`src/sv/ocam_pkg.sv`:
```
`timescale 1ns / 1ps

package ocam_pkg;

  // Sizing
  localparam int WORD_BITS    = 32;   // width of the target coordinates
  localparam int CORDIC_STEPS = 16;   // CORDIC rotations, at most 24

  localparam int MOVE_W    = 16;
  localparam int GAIN_W    = 16;
  localparam int RAD_W     = 24;
  localparam int OUT_W     = 32;
  localparam int CFG_IDX_W = 3;
  localparam int IN_DATA_W  = 48;     // three motion fields
  localparam int IN_USER_W  = 2;      // two button flags
  localparam int OUT_DATA_W = 6 * OUT_W;

  localparam int AZ_W    = 19;        // azimuth in [0, 2pi)
  localparam int POL_W   = 18;        // polar in [0.01, pi-0.01]
  localparam int ANG_W   = 21;        // signed angle into the CORDIC
  localparam int TRIG_W  = 19;        // sin/cos and their products, Q16.16
  localparam int CXY_W   = 34;        // CORDIC x/y, Q2.30
  localparam int CZ_W    = 36;        // CORDIC residual angle, Q2.30
  localparam int ACC_W   = 34;        // pan direction sums
  localparam int CALC_W  = 36;        // angle and radius update sums
  localparam int MA_W    = 35;        // multiplier operand A
  localparam int MB_W    = 25;        // multiplier operand B
  localparam int PROD_W  = MA_W + MB_W;
  localparam int RND_W   = PROD_W - 16;
  localparam int SUM_W   = ((WORD_BITS > RND_W) ? WORD_BITS : RND_W) + 1;
  localparam int REM_W   = 33;        // offset azimuth sum, always positive
  localparam int CNT_W   = 5;

  // Fixed-point constants, Q16.16 unless noted
  localparam logic [ANG_W-1:0] FX_PI       = ANG_W'(205887);
  localparam logic [ANG_W-1:0] FX_TWO_PI   = ANG_W'(411775);
  localparam logic [ANG_W-1:0] FX_HALF_PI  = ANG_W'(102944);
  localparam logic [POL_W-1:0] FX_POL_MIN  = POL_W'(655);
  localparam logic [POL_W-1:0] FX_POL_MAX  = POL_W'(205887 - 655);
  localparam logic [REM_W-1:0] REM_MODULUS = REM_W'(411775);
  localparam logic [CALC_W-1:0] MOD_OFFSET = CALC_W'(64'd411775 * 64'd8192);
  localparam logic [CXY_W-1:0] CORDIC_GAIN = CXY_W'(652032874);   // Q2.30
  // 2^42 / 2pi: (sum >> 10) * AZ_RECIP >> 32 underestimates the wrap count by
  // at most one
  localparam logic [MB_W-1:0]  AZ_RECIP    = MB_W'((64'd1 << 42) / 64'd411775);

  localparam logic [GAIN_W-1:0] ORBIT_GAIN_RST = GAIN_W'(328);
  localparam logic [GAIN_W-1:0] PAN_GAIN_RST   = GAIN_W'(197);
  localparam logic [GAIN_W-1:0] ZOOM_GAIN_RST  = GAIN_W'(66);
  localparam logic [RAD_W-1:0]  RADIUS_MIN_RST = RAD_W'(32768);
  localparam logic [RAD_W-1:0]  RADIUS_MAX_RST = RAD_W'(3276800);
  localparam logic [RAD_W-1:0]  RADIUS_RST     = RAD_W'(196608);

  // Microprogram layout: pan, zoom, eye
  localparam logic [CNT_W-1:0] UC_PAN_FIRST  = CNT_W'(0);
  localparam logic [CNT_W-1:0] UC_PAN_LAST   = CNT_W'(11);
  localparam logic [CNT_W-1:0] UC_ZOOM_FIRST = CNT_W'(12);
  localparam logic [CNT_W-1:0] UC_ZOOM_LAST  = CNT_W'(13);
  localparam logic [CNT_W-1:0] UC_EYE_FIRST  = CNT_W'(14);
  localparam logic [CNT_W-1:0] UC_EYE_LAST   = CNT_W'(19);

  typedef enum logic [CFG_IDX_W-1:0] {
    REG_ORBIT_GAIN,
    REG_PAN_GAIN,
    REG_ZOOM_GAIN,
    REG_RADIUS_MIN,
    REG_RADIUS_MAX
  } cfg_reg_t;

  // Operand pair for the shared multiplier
  typedef enum logic [4:0] {
    MS_NONE, MS_DX_OG, MS_DY_OG, MS_R_PG, MS_CT_CP, MS_CT_SP, MS_DX_SP,
    MS_DY_CTCP, MS_DY_ST, MS_DX_CP, MS_DY_CTSP, MS_MX_SC, MS_MY_SC,
    MS_MZ_SC, MS_WH_ZG, MS_ST_CP, MS_ST_SP, MS_R_CT, MS_R_STCP, MS_R_STSP,
    MS_REM_RCP, MS_QT_MOD
  } mul_sel_t;

  // Destination of the registered product
  typedef enum logic [4:0] {
    WB_NONE, WB_AZ_PREP, WB_POL, WB_RAD, WB_SCALE, WB_CTCP, WB_CTSP,
    WB_MX_LD, WB_MX_SUB, WB_MY_LD, WB_MZ_NEG, WB_MZ_SUB,
    WB_TX, WB_TY, WB_TZ, WB_STCP, WB_STSP, WB_EX, WB_EY, WB_EZ
  } wb_sel_t;

  typedef enum logic [2:0] {
    SQ_NONE, SQ_AZ_SET, SQ_COR_INIT, SQ_COR_STEP, SQ_COR_END
  } seq_op_t;

  typedef struct packed {
    mul_sel_t mul;
    wb_sel_t  wb;
  } uop_t;

  typedef struct packed {
    logic             load;
    logic             out_load;
    seq_op_t          seq;
    logic [CNT_W-1:0] idx;
    logic             sel_pol;
    mul_sel_t         mul;
    wb_sel_t          wb;
  } ocam_cmd_t;

  typedef struct packed {
    logic left;
    logic pan_en;
    logic zoom_en;
  } ocam_stat_t;

  // atan(2^-i) in Q2.30, rounded to nearest
  function automatic logic [29:0] atan_q30(input logic [CNT_W-1:0] i);
    logic [29:0] v;
    unique case (i)
      5'd0:  v = 30'd843314857;
      5'd1:  v = 30'd497837830;
      5'd2:  v = 30'd263043837;
      5'd3:  v = 30'd133525159;
      5'd4:  v = 30'd67021687;
      5'd5:  v = 30'd33543516;
      5'd6:  v = 30'd16775851;
      5'd7:  v = 30'd8388437;
      5'd8:  v = 30'd4194283;
      5'd9:  v = 30'd2097149;
      5'd10: v = 30'd1048576;
      5'd11: v = 30'd524288;
      5'd12: v = 30'd262144;
      5'd13: v = 30'd131072;
      5'd14: v = 30'd65536;
      5'd15: v = 30'd32768;
      5'd16: v = 30'd16384;
      5'd17: v = 30'd8192;
      5'd18: v = 30'd4096;
      5'd19: v = 30'd2048;
      5'd20: v = 30'd1024;
      5'd21: v = 30'd512;
      5'd22: v = 30'd256;
      5'd23: v = 30'd128;
      default: v = '0;
    endcase
    return v;
  endfunction

  // Multiply/writeback schedule; writeback of step n overlaps multiply of n+1
  function automatic uop_t ucode(input logic [CNT_W-1:0] step);
    uop_t u;
    unique case (step)
      5'd0:  u = '{MS_R_PG,    WB_NONE};
      5'd1:  u = '{MS_CT_CP,   WB_SCALE};
      5'd2:  u = '{MS_CT_SP,   WB_CTCP};
      5'd3:  u = '{MS_DX_SP,   WB_CTSP};
      5'd4:  u = '{MS_DY_CTCP, WB_MX_LD};
      5'd5:  u = '{MS_DY_ST,   WB_MX_SUB};
      5'd6:  u = '{MS_DX_CP,   WB_MY_LD};
      5'd7:  u = '{MS_DY_CTSP, WB_MZ_NEG};
      5'd8:  u = '{MS_MX_SC,   WB_MZ_SUB};
      5'd9:  u = '{MS_MY_SC,   WB_TX};
      5'd10: u = '{MS_MZ_SC,   WB_TY};
      5'd11: u = '{MS_NONE,    WB_TZ};
      5'd12: u = '{MS_WH_ZG,   WB_NONE};
      5'd13: u = '{MS_NONE,    WB_RAD};
      5'd14: u = '{MS_ST_CP,   WB_NONE};
      5'd15: u = '{MS_ST_SP,   WB_STCP};
      5'd16: u = '{MS_R_CT,    WB_STSP};
      5'd17: u = '{MS_R_STCP,  WB_EY};
      5'd18: u = '{MS_R_STSP,  WB_EX};
      5'd19: u = '{MS_NONE,    WB_EZ};
      default: u = '{MS_NONE,  WB_NONE};
    endcase
    return u;
  endfunction

  function automatic logic signed [WORD_BITS-1:0] sat_word(
      input logic signed [SUM_W-1:0] v);
    logic signed [SUM_W-1:0] hi;
    logic signed [SUM_W-1:0] lo;
    hi = SUM_W'({1'b0, {(WORD_BITS-1){1'b1}}});
    lo = ~hi;
    if (v > hi) return hi[WORD_BITS-1:0];
    else if (v < lo) return lo[WORD_BITS-1:0];
    else return v[WORD_BITS-1:0];
  endfunction

  function automatic logic signed [OUT_W-1:0] sat_out(
      input logic signed [SUM_W-1:0] v);
    logic signed [SUM_W-1:0] hi;
    logic signed [SUM_W-1:0] lo;
    hi = SUM_W'({1'b0, {(OUT_W-1){1'b1}}});
    lo = ~hi;
    if (v > hi) return hi[OUT_W-1:0];
    else if (v < lo) return lo[OUT_W-1:0];
    else return v[OUT_W-1:0];
  endfunction

endpackage

```
`src/sv/ocam_ctrl.sv`:
```
`timescale 1ns / 1ps

module ocam_ctrl (
  input  logic                 clk,
  input  logic                 rst_n,
  input  logic                 in_tvalid,
  output logic                 in_tready,
  output logic                 out_tvalid,
  input  logic                 out_tready,
  input  ocam_pkg::ocam_stat_t stat,
  output ocam_pkg::ocam_cmd_t  cmd
);
  import ocam_pkg::*;

  typedef enum logic [3:0] {
    S_IDLE, S_ORB, S_ORB1, S_ORB2, S_MOD, S_AZSET,
    S_CINIT, S_CSTEP, S_CEND, S_MICRO, S_OUT
  } state_t;

  state_t           state_r, state_nxt;
  logic [CNT_W-1:0] cnt_r, cnt_nxt;
  logic             sel_r, sel_nxt;
  logic             out_valid_r, out_valid_nxt;
  uop_t             uop;

  assign in_tready  = (state_r == S_IDLE);
  assign out_tvalid = out_valid_r;
  assign uop        = ucode(cnt_r);

  always_comb begin
    state_nxt     = state_r;
    cnt_nxt       = cnt_r;
    sel_nxt       = sel_r;
    out_valid_nxt = out_valid_r && !out_tready;
    cmd           = '{load: 1'b0, out_load: 1'b0, seq: SQ_NONE, idx: cnt_r,
                      sel_pol: sel_r, mul: MS_NONE, wb: WB_NONE};
    unique case (state_r)
      S_IDLE: begin
        if (in_tvalid) begin
          cmd.load  = 1'b1;
          state_nxt = S_ORB;
        end
      end
      // orbit: two gain products, then wrap the azimuth
      S_ORB: begin
        sel_nxt = 1'b0;
        if (stat.left) begin
          cmd.mul   = MS_DX_OG;
          state_nxt = S_ORB1;
        end else begin
          state_nxt = S_CINIT;
        end
      end
      S_ORB1: begin
        cmd.wb    = WB_AZ_PREP;
        cmd.mul   = MS_DY_OG;
        state_nxt = S_ORB2;
      end
      S_ORB2: begin
        cmd.wb    = WB_POL;
        cmd.mul   = MS_REM_RCP;
        state_nxt = S_MOD;
      end
      S_MOD: begin
        cmd.mul   = MS_QT_MOD;
        state_nxt = S_AZSET;
      end
      S_AZSET: begin
        cmd.seq   = SQ_AZ_SET;
        state_nxt = S_CINIT;
      end
      // sine/cosine of azimuth, then of polar
      S_CINIT: begin
        cmd.seq   = SQ_COR_INIT;
        cnt_nxt   = '0;
        state_nxt = S_CSTEP;
      end
      S_CSTEP: begin
        cmd.seq = SQ_COR_STEP;
        if (cnt_r == CNT_W'(CORDIC_STEPS - 1)) state_nxt = S_CEND;
        else cnt_nxt = cnt_r + 1'b1;
      end
      S_CEND: begin
        cmd.seq = SQ_COR_END;
        if (!sel_r) begin
          sel_nxt   = 1'b1;
          state_nxt = S_CINIT;
        end else begin
          state_nxt = S_MICRO;
          if (stat.pan_en) cnt_nxt = UC_PAN_FIRST;
          else if (stat.zoom_en) cnt_nxt = UC_ZOOM_FIRST;
          else cnt_nxt = UC_EYE_FIRST;
        end
      end
      // pan, zoom and eye products through the shared multiplier
      S_MICRO: begin
        cmd.mul = uop.mul;
        cmd.wb  = uop.wb;
        if (cnt_r == UC_PAN_LAST) begin
          cnt_nxt = stat.zoom_en ? UC_ZOOM_FIRST : UC_EYE_FIRST;
        end else if (cnt_r == UC_EYE_LAST) begin
          state_nxt = S_OUT;
        end else begin
          cnt_nxt = cnt_r + 1'b1;
        end
      end
      S_OUT: begin
        if (!out_valid_r || out_tready) begin
          cmd.out_load  = 1'b1;
          out_valid_nxt = 1'b1;
          state_nxt     = S_IDLE;
        end
      end
      default: state_nxt = S_IDLE;
    endcase
  end

  always_ff @(posedge clk) begin
    if (!rst_n) begin
      state_r     <= S_IDLE;
      cnt_r       <= '0;
      sel_r       <= 1'b0;
      out_valid_r <= 1'b0;
    end else begin
      state_r     <= state_nxt;
      cnt_r       <= cnt_nxt;
      sel_r       <= sel_nxt;
      out_valid_r <= out_valid_nxt;
    end
  end

endmodule
```
`config.mk`:
```
export PLATFORM = sky130hd
export DESIGN_NAME = ocam_ctrl
export DESIGN_NICKNAME = d
export VERILOG_FILES = /design/src/sv/ocam_pkg.sv /design/src/sv/ocam_ctrl.sv
export SDC_FILE = /design/constraint.sdc
export NUM_CORES = 1
export LEC_CHECK = 0
export BUFFER_PORTS_ARGS = -buffer_cell sky130_fd_sc_hd__buf_2
export CAP_MARGIN = 10
export CORE_UTILIZATION = 52
export CTS_BUF_LIST = sky130_fd_sc_hd__clkbuf_8
export CTS_CLUSTER_SIZE = 28
export DETAILED_ROUTE_END_ITERATION = 12
export HOLD_SLACK_MARGIN = 0.12
export PLACE_DENSITY = 0.78
export SYNTH_ARGS = -nofsm -noshare
export SYNTH_HDL_FRONTEND = slang
export SYNTH_SLANG_ARGS = --single-unit
```
`constraint.sdc`:
```
create_clock -name clk -period 2.8 [get_ports clk]
set_input_delay 0.28 -clock clk [delete_from_list [all_inputs] [get_ports clk]]
set_output_delay 0.28 -clock clk [all_outputs]
set_load 0.05 [all_outputs]
```
* Word level (Yosys, flattened, before mapping)
Memories as Yosys holds them, arrays and structs flattened. A register that Yosys moved wholly into a read port is not among the register bits.
Index checks and enable logic that the tools add are counted.
** Storage, ports and cells
- Register bits after elaboration :: 11
- Memory bits (read-only) :: 320
- Memories :: 1
** Operators by class
- Add/sub/neg operators :: 1
- Equal/unequal tests :: 21
- Mux-type cells :: 28
- Reduce and logical (&&, ||, !) cells :: 9
** Memory list
- (no name shown) :: depth 32, bits a word 10, rd ports 1, clocked after memory_dff 1, write ports 0, RTL line ocam_pkg.sv:146 : unique case (step)
** Operator list (count)
- $pmux 4 s11 :: 1
- $mux 5 :: 6
- $mux 4 :: 7
- $pmux 5 s5 :: 1
- $pmux 5 s4 :: 1
- $eq 4x3->1 const B :: 4
- $pmux 5 s3 :: 1
- $ne 2x2->1 const B :: 7
- $eq 4x4->1 const B :: 3
- $pmux 3 s4 :: 1
- $eq 5x4->1 const B :: 2
- $eq 4x2->1 const B :: 2
- $mux 1 :: 7
- $add 5x1->5 const B :: 1
- $eq 5x5->1 const B :: 1
- $reduce_and 5->1 :: 1
- $eq 4x1->1 const B :: 1
- $logic_not 4->1 :: 1
- $reduce_and 4->1 :: 1
- $reduce_bool 4->1 :: 1
- $mux 3 :: 1
- $ne 3x3->1 const B :: 1
- $logic_not 1->1 :: 2
- $mux 2 :: 1
- other kinds (4) :: 4

* Logic depth before layout (Yosys ltp)
Gate-level depths: netlist of run 1.
- Depth in word-level cells :: 6
- Depth in mapped cells :: 12

* Least setup slack after synthesis of run 1
No wires, ideal clock.
- Kind :: reg-to-reg
- Start :: register cnt_r[0]
- End :: register uop[1] (netlist name)
- Setup time :: 0.064 ns
- Arrival :: 3.199 ns
- Data required time :: 2.736 ns
- Path slack :: -0.463 ns
- Cell stages (with the launch flop) :: 11
- Path buffers :: 0
- Clock period less this slack :: 3.263 ns
- Cells stage by stage :: dfxtp_1 ha_1 and3_1 ha_1 a2bb2oi_1 nand2_4 or3_1 a31oi_1 ha_1 or4_1 nand4_1
** On the way
- Word-level cells in the longest chain between the ends :: 6
- Elaborated cells on any way between the ends :: 13
- Those cells by class :: 1 x add/sub; 5 x eq/ne; 6 x mux; 1 x reduce/logical
** Ends and longest elaborated chain
- from (decl) :: RTL line ocam_ctrl.sv:21 : logic [CNT_W-1:0] cnt_r, cnt_nxt;
- from (signal assigned) :: RTL line ocam_ctrl.sv:126 : cnt_r <= cnt_nxt;
- $add 5x1->5 :: RTL line ocam_ctrl.sv:81, ocam_ctrl.sv:104
- $mux 5 :: RTL line ocam_ctrl.sv:101 : end else if (cnt_r == UC_EYE_LAST) begin
- $mux 5 :: RTL line ocam_ctrl.sv:99 : if (cnt_r == UC_PAN_LAST) begin
- $pmux 5 s4 :: RTL line ocam_ctrl.sv:37 : unique case (state_r)
- $mux 5 (no line) * (2 in a row)
Mark *: on every way between the ends. The rest lies on a longest branch, timed or not. The select of a mux whose other input is x is not followed.
A chain may end at the register's enable or synchronous reset.

* Worst setup path after layout of run 1
- Start :: register state_r[0]
- End :: register uop[0] (netlist name)
** On the way
- Word-level cells in the longest chain between the ends :: 5
- Elaborated cells on any way between the ends :: 12
- Those cells by class :: 7 x eq/ne; 3 x mux; 2 x reduce/logical
** Ends and longest elaborated chain
- from (decl) :: RTL line ocam_ctrl.sv:20 : state_t state_r, state_nxt;
- from (signal assigned) :: RTL line ocam_ctrl.sv:125 : state_r <= state_nxt;
- $eq 4x4->1 / $eq 4x3->1 (equally long branches) :: RTL line ocam_ctrl.sv:37
- $ne 3x3->1 (no line) (tied with other cells)
- $reduce_and 4->1 (no line)
- $mux 5 (no line) * (2 in a row)
Mark *: on every way between the ends. The rest lies on a longest branch, timed or not.

==> impl_metrics.ini, run 1 <==
[power_and_ir_drop]
leakagePower_uw = 0.001008
peakVddDrop_v = 0.0003110
powerDensity_mw_per_mm2 = 540.0

[placement]
gp_congestion = 0.8851
place_ws_ns = -0.003039
dp_hpwl_microns = 3221
io_buffers = 29

[setup_path]
worst_path_largest_cell_delay_ns = 0.58
cp-end-kind = register
cp.required_ns = 2.97
rrSetupSlack_ns = 0.04
cp.arrival_ns = 2.93
crit_buf_inv = 2
path_class = reg2reg
cp_max_fo = 5
crit_chain = or4b_4 -> clkinv_4 -> a221o_4 -> nand2_4 -> or3_4 -> a31oi_4 -> buf_6 -> ha_2 -> nor2_1 -> o21a_1 -> o41ai_2
rr_worst_depth = 11
r2r_start = state_r[0]$_SDFFE_PN0P_
r2r-end = uop[0]$_DFF_P_
cp-startpoint = state_r[0]$_SDFFE_PN0P_
slowest_stage = or4b_4
cp-start-kind = register
crit_family = simple AND/OR/NAND/NOR gates

[grt]
overflow = 0
grt_usage = 0.2642
grt_pass1_vias = 1536
grt_max_degree = 16
grt_first_pass_wirelength_microns = 7051
antenna_found_initial = 0

[yosys]
ys_ff_latch = 21
ys.warnings.count = 0
yosysTopAreaCellShare = 0.2498
yosys-top-cells-area = dfxtp_1 25%, ha_1 6.7%, a21oi_1 5.1%
synth.distinct_cells = 60
synthCells = 216
async_flop_share = 0
ys.flop_type = dfxtp_1
syn-num-nets = 232
synth-seq-area-share = 0.2498
yosysTopAreaCell = dfxtp_1
netlist_area_sq_mm = 0.001683
postSynthAreaPerCell_sq_um = 7.791
synth_edf_count = 0

[layout]
synthToLayoutAreaGrowth_pct = 31.08
drive_gt1_frac = 0.3485
nNetsFinal = 281
fillers = 247
antenna_cells = 0

[timing]
fmax_ghz = 0.3618
finalWorstSetupSlack_ns = 0.03577
rsz0062_at_grt = yes
hold_viol_final = 0
drv_slew = 0
fin_crit_sh = 0.9872
fin_hold_ws_ns = 0.3431
finClkSkew_ns = 0.004118
tightest_slew_ns = 0.7316
setup_violations = 0
fin_setup_tns_ns = 0
relSlewSlack = 0.5123
timing.final.crit_period_ns = 2.764

[floorplan]
core_area_sq_mm = 0.003053
dieArea_sq_mm = 0.003468
rows = 20
initial_core_util = 0.5512
ios = 30
die_y_microns = 58.89
dieWidth_microns = 58.89

[routing]
wl_microns = 4567
ant_nets = 0
wl_per_cell_microns = 14.83
route.detailed.drc = 0
drt-vias-per-instance = 5.692
drt_iter0_drc = 171
num_vias = 1753
dr.pass1.iters = 4

[outcome]
status = finished clean

[cts]
cts.sinks = 21
cts_inserted_buffers = 3
cts_tree = done
htreeDepth = 1
root_buffer = clkbuf_8
clkTransAtPathRegs_ns = 0.08
clk_path_buf_depth = 2
hold_buffers = 0
clock_latency_ns = 0.26

[hold_path]
hold_depth = 4
min_path_type = in2reg
min_to = out_tvalid$_SDFF_PN0_
worstHoldStart = out_tready

[job]
cap_violations = 0
-- area by class of cell --
type / count / area (sq um) / share of cell area
multi-input combinational: 164 / 1235 / 0.5598
sequential: 21 / 426.7 / 0.1934
timing repair buffer: 59 / 377.9 / 0.1713
inverter: 16 / 65.06 / 0.02950
tap: 44 / 55.05 / 0.02496
clock buffer: 3 / 41.29 / 0.01872
clock inverter: 1 / 5.005 / 0.002269
-- metal layers --
layer	share of wire	wire length [microns]	vias to the layer above	GRT usage
met4	0.017	79	0	0.06122
met1	0.43	1984	813	0.3482
met2	0.49	2225	67	0.4399
li1	-	-	863	-
met5	0	0	-	0
met3	0.061	277	10	0.05714
-- Yosys cell counts (2+ instances only) --
| library cell | number |
|---|---|
| nor2_1 | 22 |
| dfxtp_1 | 21 |
| nand2_1 | 19 |
| a21oi_1 | 17 |
| inv_1 | 14 |
| ha_1 | 9 |
| clkbuf_1 | 8 |
| nand3_1 | 8 |
| o21ai_0 | 8 |
| nand2b_1 | 7 |
| a31oi_1 | 6 |
| and2_1 | 6 |
| nor3_1 | 5 |
| nor2b_1 | 4 |
| a21o_1 | 3 |
| mux2i_1 | 3 |
| a211oi_1 | 2 |
| a22o_1 | 2 |
| and3_1 | 2 |
| buf_2 | 2 |
| buf_4 | 2 |
| buf_6 | 2 |
| nand4_1 | 2 |
| nor4_1 | 2 |
| nor4bb_1 | 2 |
| o211ai_1 | 2 |
| o21a_1 | 2 |
| or4_1 | 2 |
-- sequential cells by signal, indices dropped and copies added, names as in the netlist --
| signal | flops |
|---|---|
| sel_r | 1 |
| uop | 10 |
| state_r | 4 |
| cnt_r | 5 |
| out_tvalid | 1 |
-- worst min-delay path, stage by stage --
cell,delay [ns]
buf_2,0.08
nor2b_1,0.06
nor2_1,0.10
nor2_1,0.04
-- through the flow --
| stage | instances | total power (uW) | cell area (sq um) | utilization |
|---|---|---|---|---|
| after CTS | 305 | 1174 | 2083 | 0.6824 |
| after detailed placement | 301 | 976.4 | 2037 | 0.6672 |
| after global routing | 308 | 1261 | 2206 | 0.7225 |
| after floorplan | 216 | 829.5 | 1715 | - |
| after global placement | 301 | 971.4 | 2037 | 0.6672 |
| final | 308 | 1191 | 2206 | 0.7225 |
-- how the worst max path moves through the flow --
stage,end,slack [ns],cells past startpoint
after floorplan,uop[1]$_DFF_P_,-0.16,10
after global placement,uop[1]$_DFF_P_,0.09,10
after detailed placement,uop[1]$_DFF_P_,-0.003,10
after CTS,uop[1]$_DFF_P_,0.02,11
after global routing,uop[0]$_DFF_P_,-0.08,11
final,uop[0]$_DFF_P_,0.04,11
-- kinds of logic (layout without fill, tap and decap cells) --
family,Yosys count,in the layout,synth area share
buffers and inverters,31,79,0.08698
AOI/OAI and AO/OA,59,59,0.2692
DFF,21,21,0.2498
muxes,3,3,0.01784
and+or+nand+nor,91,91,0.2989
xor gates and xnor gates,2,2,0.01041
adders and majority gates,9,9,0.06692
-- power breakdown --
part / switching [uW] / internal (uW) / leakage (uW) / total, uW
registers: 13.6 / 319 / 0.000172 / 333
logic: 445 / 218 / 0.000810 / 663
clock network: 95.9 / 99.0 / 0.0000255 / 195
total: 555 / 636 / 0.00101 / 1190
-- repair_timing --
action,in CTS,in global routing
gates resized for setup,0,16
pin swaps,2,5
setup endpoints to repair,2,5
buffers inserted,0,3
cloned,0,0
-- layout by cell type (no fill, tap or decap), types with 3 or more instances in the layout --
cell type / n
a31oi_1: 5
a21oi_1: 17
o21ai_0: 7
nand3_1: 8
nand2_1: 18
ha_1: 6
a21o_1: 3
clkbuf_8: 3
nor2_1: 22
and2_1: 6
inv_1: 14
mux2i_1: 3
nor3_1: 5
buf_2: 29
nor2b_1: 4
dfxtp_1: 18
buf_4: 28
nand2b_1: 7
Note: power is estimated with default switching activity, not from simulation.
==> run 2, diff against run 1 <==
- HOLD_SLACK_MARGIN: 0.12 -> 0.15
- clock period: 2.8 -> 2.4 ns (I/O delays scaled with it)
==> run 2 against run 1 <==
Non-clock buffer count rose by 33. Critical endpoint is now uop[1]$_DFF_P_. Worst hold slack got worse by 0.058 ns. The flow now finishes with violations (negative setup slack). Register-to-register slack got worse by 0.34 ns.
==> impl_metrics.ini, run 2 (synthesis results as in run 1) <==
[setup_path]
worst_path_largest_cell_delay_ns = 0.57
cp_max_fo = 4
cp-end-kind = register
path_class = reg2reg
crit_chain = or4b_4 -> clkinv_4 -> a221o_4 -> nand2_4 -> or3_4 -> a31oi_4 -> ha_4 -> nand2b_1 -> mux2i_1 -> nand3_1 -> nand4_1
crit_buf_inv = 1
crit_family = simple AND/OR/NAND/NOR gates
slowest_stage = or4b_4
cp.arrival_ns = 2.92
cp-start-kind = register
cp.required_ns = 2.61

[layout]
layout_commonest_cell = buf_4
seqCellArea_sq_um = 434.2
synthToLayoutAreaGrowth_pct = 53.75
design_area_sq_mm = 0.002587
antenna_cells = 0
mostFrequentLayoutCells = 54 x buf_4, 29 x buf_2, 20 x nor2_1
largest_register_ffs = 10
multiInputGateArea_sq_mm = 0.001336
fillers = 187
nNetsFinal = 314
drive_gt1_frac = 0.4747

[timing]
drv_slew = 0
rsz0062_at_grt = yes
finalWorstSetupSlack_ns = -0.3079
fmax_ghz = 0.3693
relSlewSlack = 0.6678
hold_viol_final = 0
fin_crit_sh = 1.128
timing.final.crit_period_ns = 2.708
tightest_slew_ns = 0.4930
finClkSkew_ns = 0.006812
setup_violations = 9

[routing]
drt_iter0_drc = 231
wl_per_cell_microns = 18.64
ant_nets = 0
drt-vias-per-instance = 6.091
route.detailed.drc = 0
wl_microns = 6355
dr.pass1.iters = 5
num_vias = 2077

[grt]
grt_pass1_vias = 1750
grt_usage = 0.3323
grt_max_degree = 14
antenna_found_initial = 0
grt_first_pass_wirelength_microns = 8604
overflow = 0

[power_and_ir_drop]
peakVddDrop_v = 0.0002960
seqPwrFrac = 0.256
swShare = 0.4760
power_frac_comb = 0.582
power_switching_uw = 726.0
powerDensity_mw_per_mm2 = 589.5
leakagePower_uw = 0.001188
clkPwrFrac = 0.162
p_int_uw = 799.3

[outcome]
status = finished with violations
violations = negative setup slack

[floorplan]
initial_core_util = 0.5512
die_y_microns = 58.89
dieArea_sq_mm = 0.003468
core_area_sq_mm = 0.003053
dieWidth_microns = 58.89
ios = 30
rows = 20

[cts]
cts_inserted_buffers = 3
root_buffer = clkbuf_8
clkTransAtPathRegs_ns = 0.09
cts_tree = done
htreeDepth = 1
cts.sinks = 21
hold_buffers = 0
clk_path_buf_depth = 2
clock_latency_ns = 0.27

[placement]
io_buffers = 29
place_ws_ns = -0.2512
gp_congestion = 0.8866
dp_hpwl_microns = 3632
placed_area_sq_mm = 0.002285

[job]
cap_violations = 0

[hold_path]
min_path_type = in2reg
run 2: worst paths after layout:
| check | slack (ns) | depth (start not counted) | start | endpoint |
|---|---|---|---|---|
| worst max-delay path | -0.31 | 11 | state_r[2]$_SDFFE_PN0P_ | uop[1]$_DFF_P_ |
| worst max register to register | -0.31 | 11 | state_r[2]$_SDFFE_PN0P_ | uop[1]$_DFF_P_ |
| worst min-delay path | 0.28 | 4 | out_tready | out_tvalid$_SDFF_PN0_ |
| worst min register to register | 0.65 | 3 | out_tvalid$_SDFF_PN0_ | out_tvalid$_SDFF_PN0_ |
run 2: layer usage:
layer,part of all wire,track usage
met1,0.40,0.4303
met2,0.49,0.5714
met3,0.072,0.03736
met4,0.036,0.1122
met5,0,0
run 2: per-stage QoR:
stage | utilization | total power [uW] | hold WS [ns] | cells | setup TNS, ns
4_1_cts | 0.8061 | 1452 | 0.2832 | 335 | -1.295
3_3_place_gp | 0.7484 | 1188 | 0.5606 | 326 | -1.106
6_report | 0.8475 | 1525 | 0.2849 | 341 | -2.115
2_1_floorplan | - | 993.2 | 0.4577 | 216 | -1.081
5_1_grt | 0.8475 | 1590 | 0.3094 | 341 | -2.938
3_5_place_dp | 0.7484 | 1203 | 0.5596 | 326 | -1.297
run 2: timing repair:
action | in CTS | in global routing
setup buffers | 6 | 7
pin swaps | 9 | 17
setup endpoints to repair | 9 | 10
resized for setup | 16 | 20
cloned | 0 | 0
run 2: area by class of cell:
type,count,area share
repair buffers,92,0.2519
multi-input cells,164,0.5164
well taps,44,0.02128
clock inverters,1,0.001451
clock buffers,3,0.01596
inverters,16,0.02515
flip-flops and latches,21,0.1678
run 2: power by group through the flow:
stage | Sequential [uW] | Combinational [uW] | Clock (uW)
after floorplan | 399 | 594 | 0
after global placement | 390 | 798 | 0
after detailed placement | 392 | 811 | 0
after CTS | 385 | 833 | 234
after global routing | 392 | 937 | 261
final | 390 | 888 | 247
run 2: tightest hold or removal path, stage by stage:
cell and delay (ns):
buf_2 0.07, nor2b_1 0.05, nor2_1 0.10, nor2_1 0.05
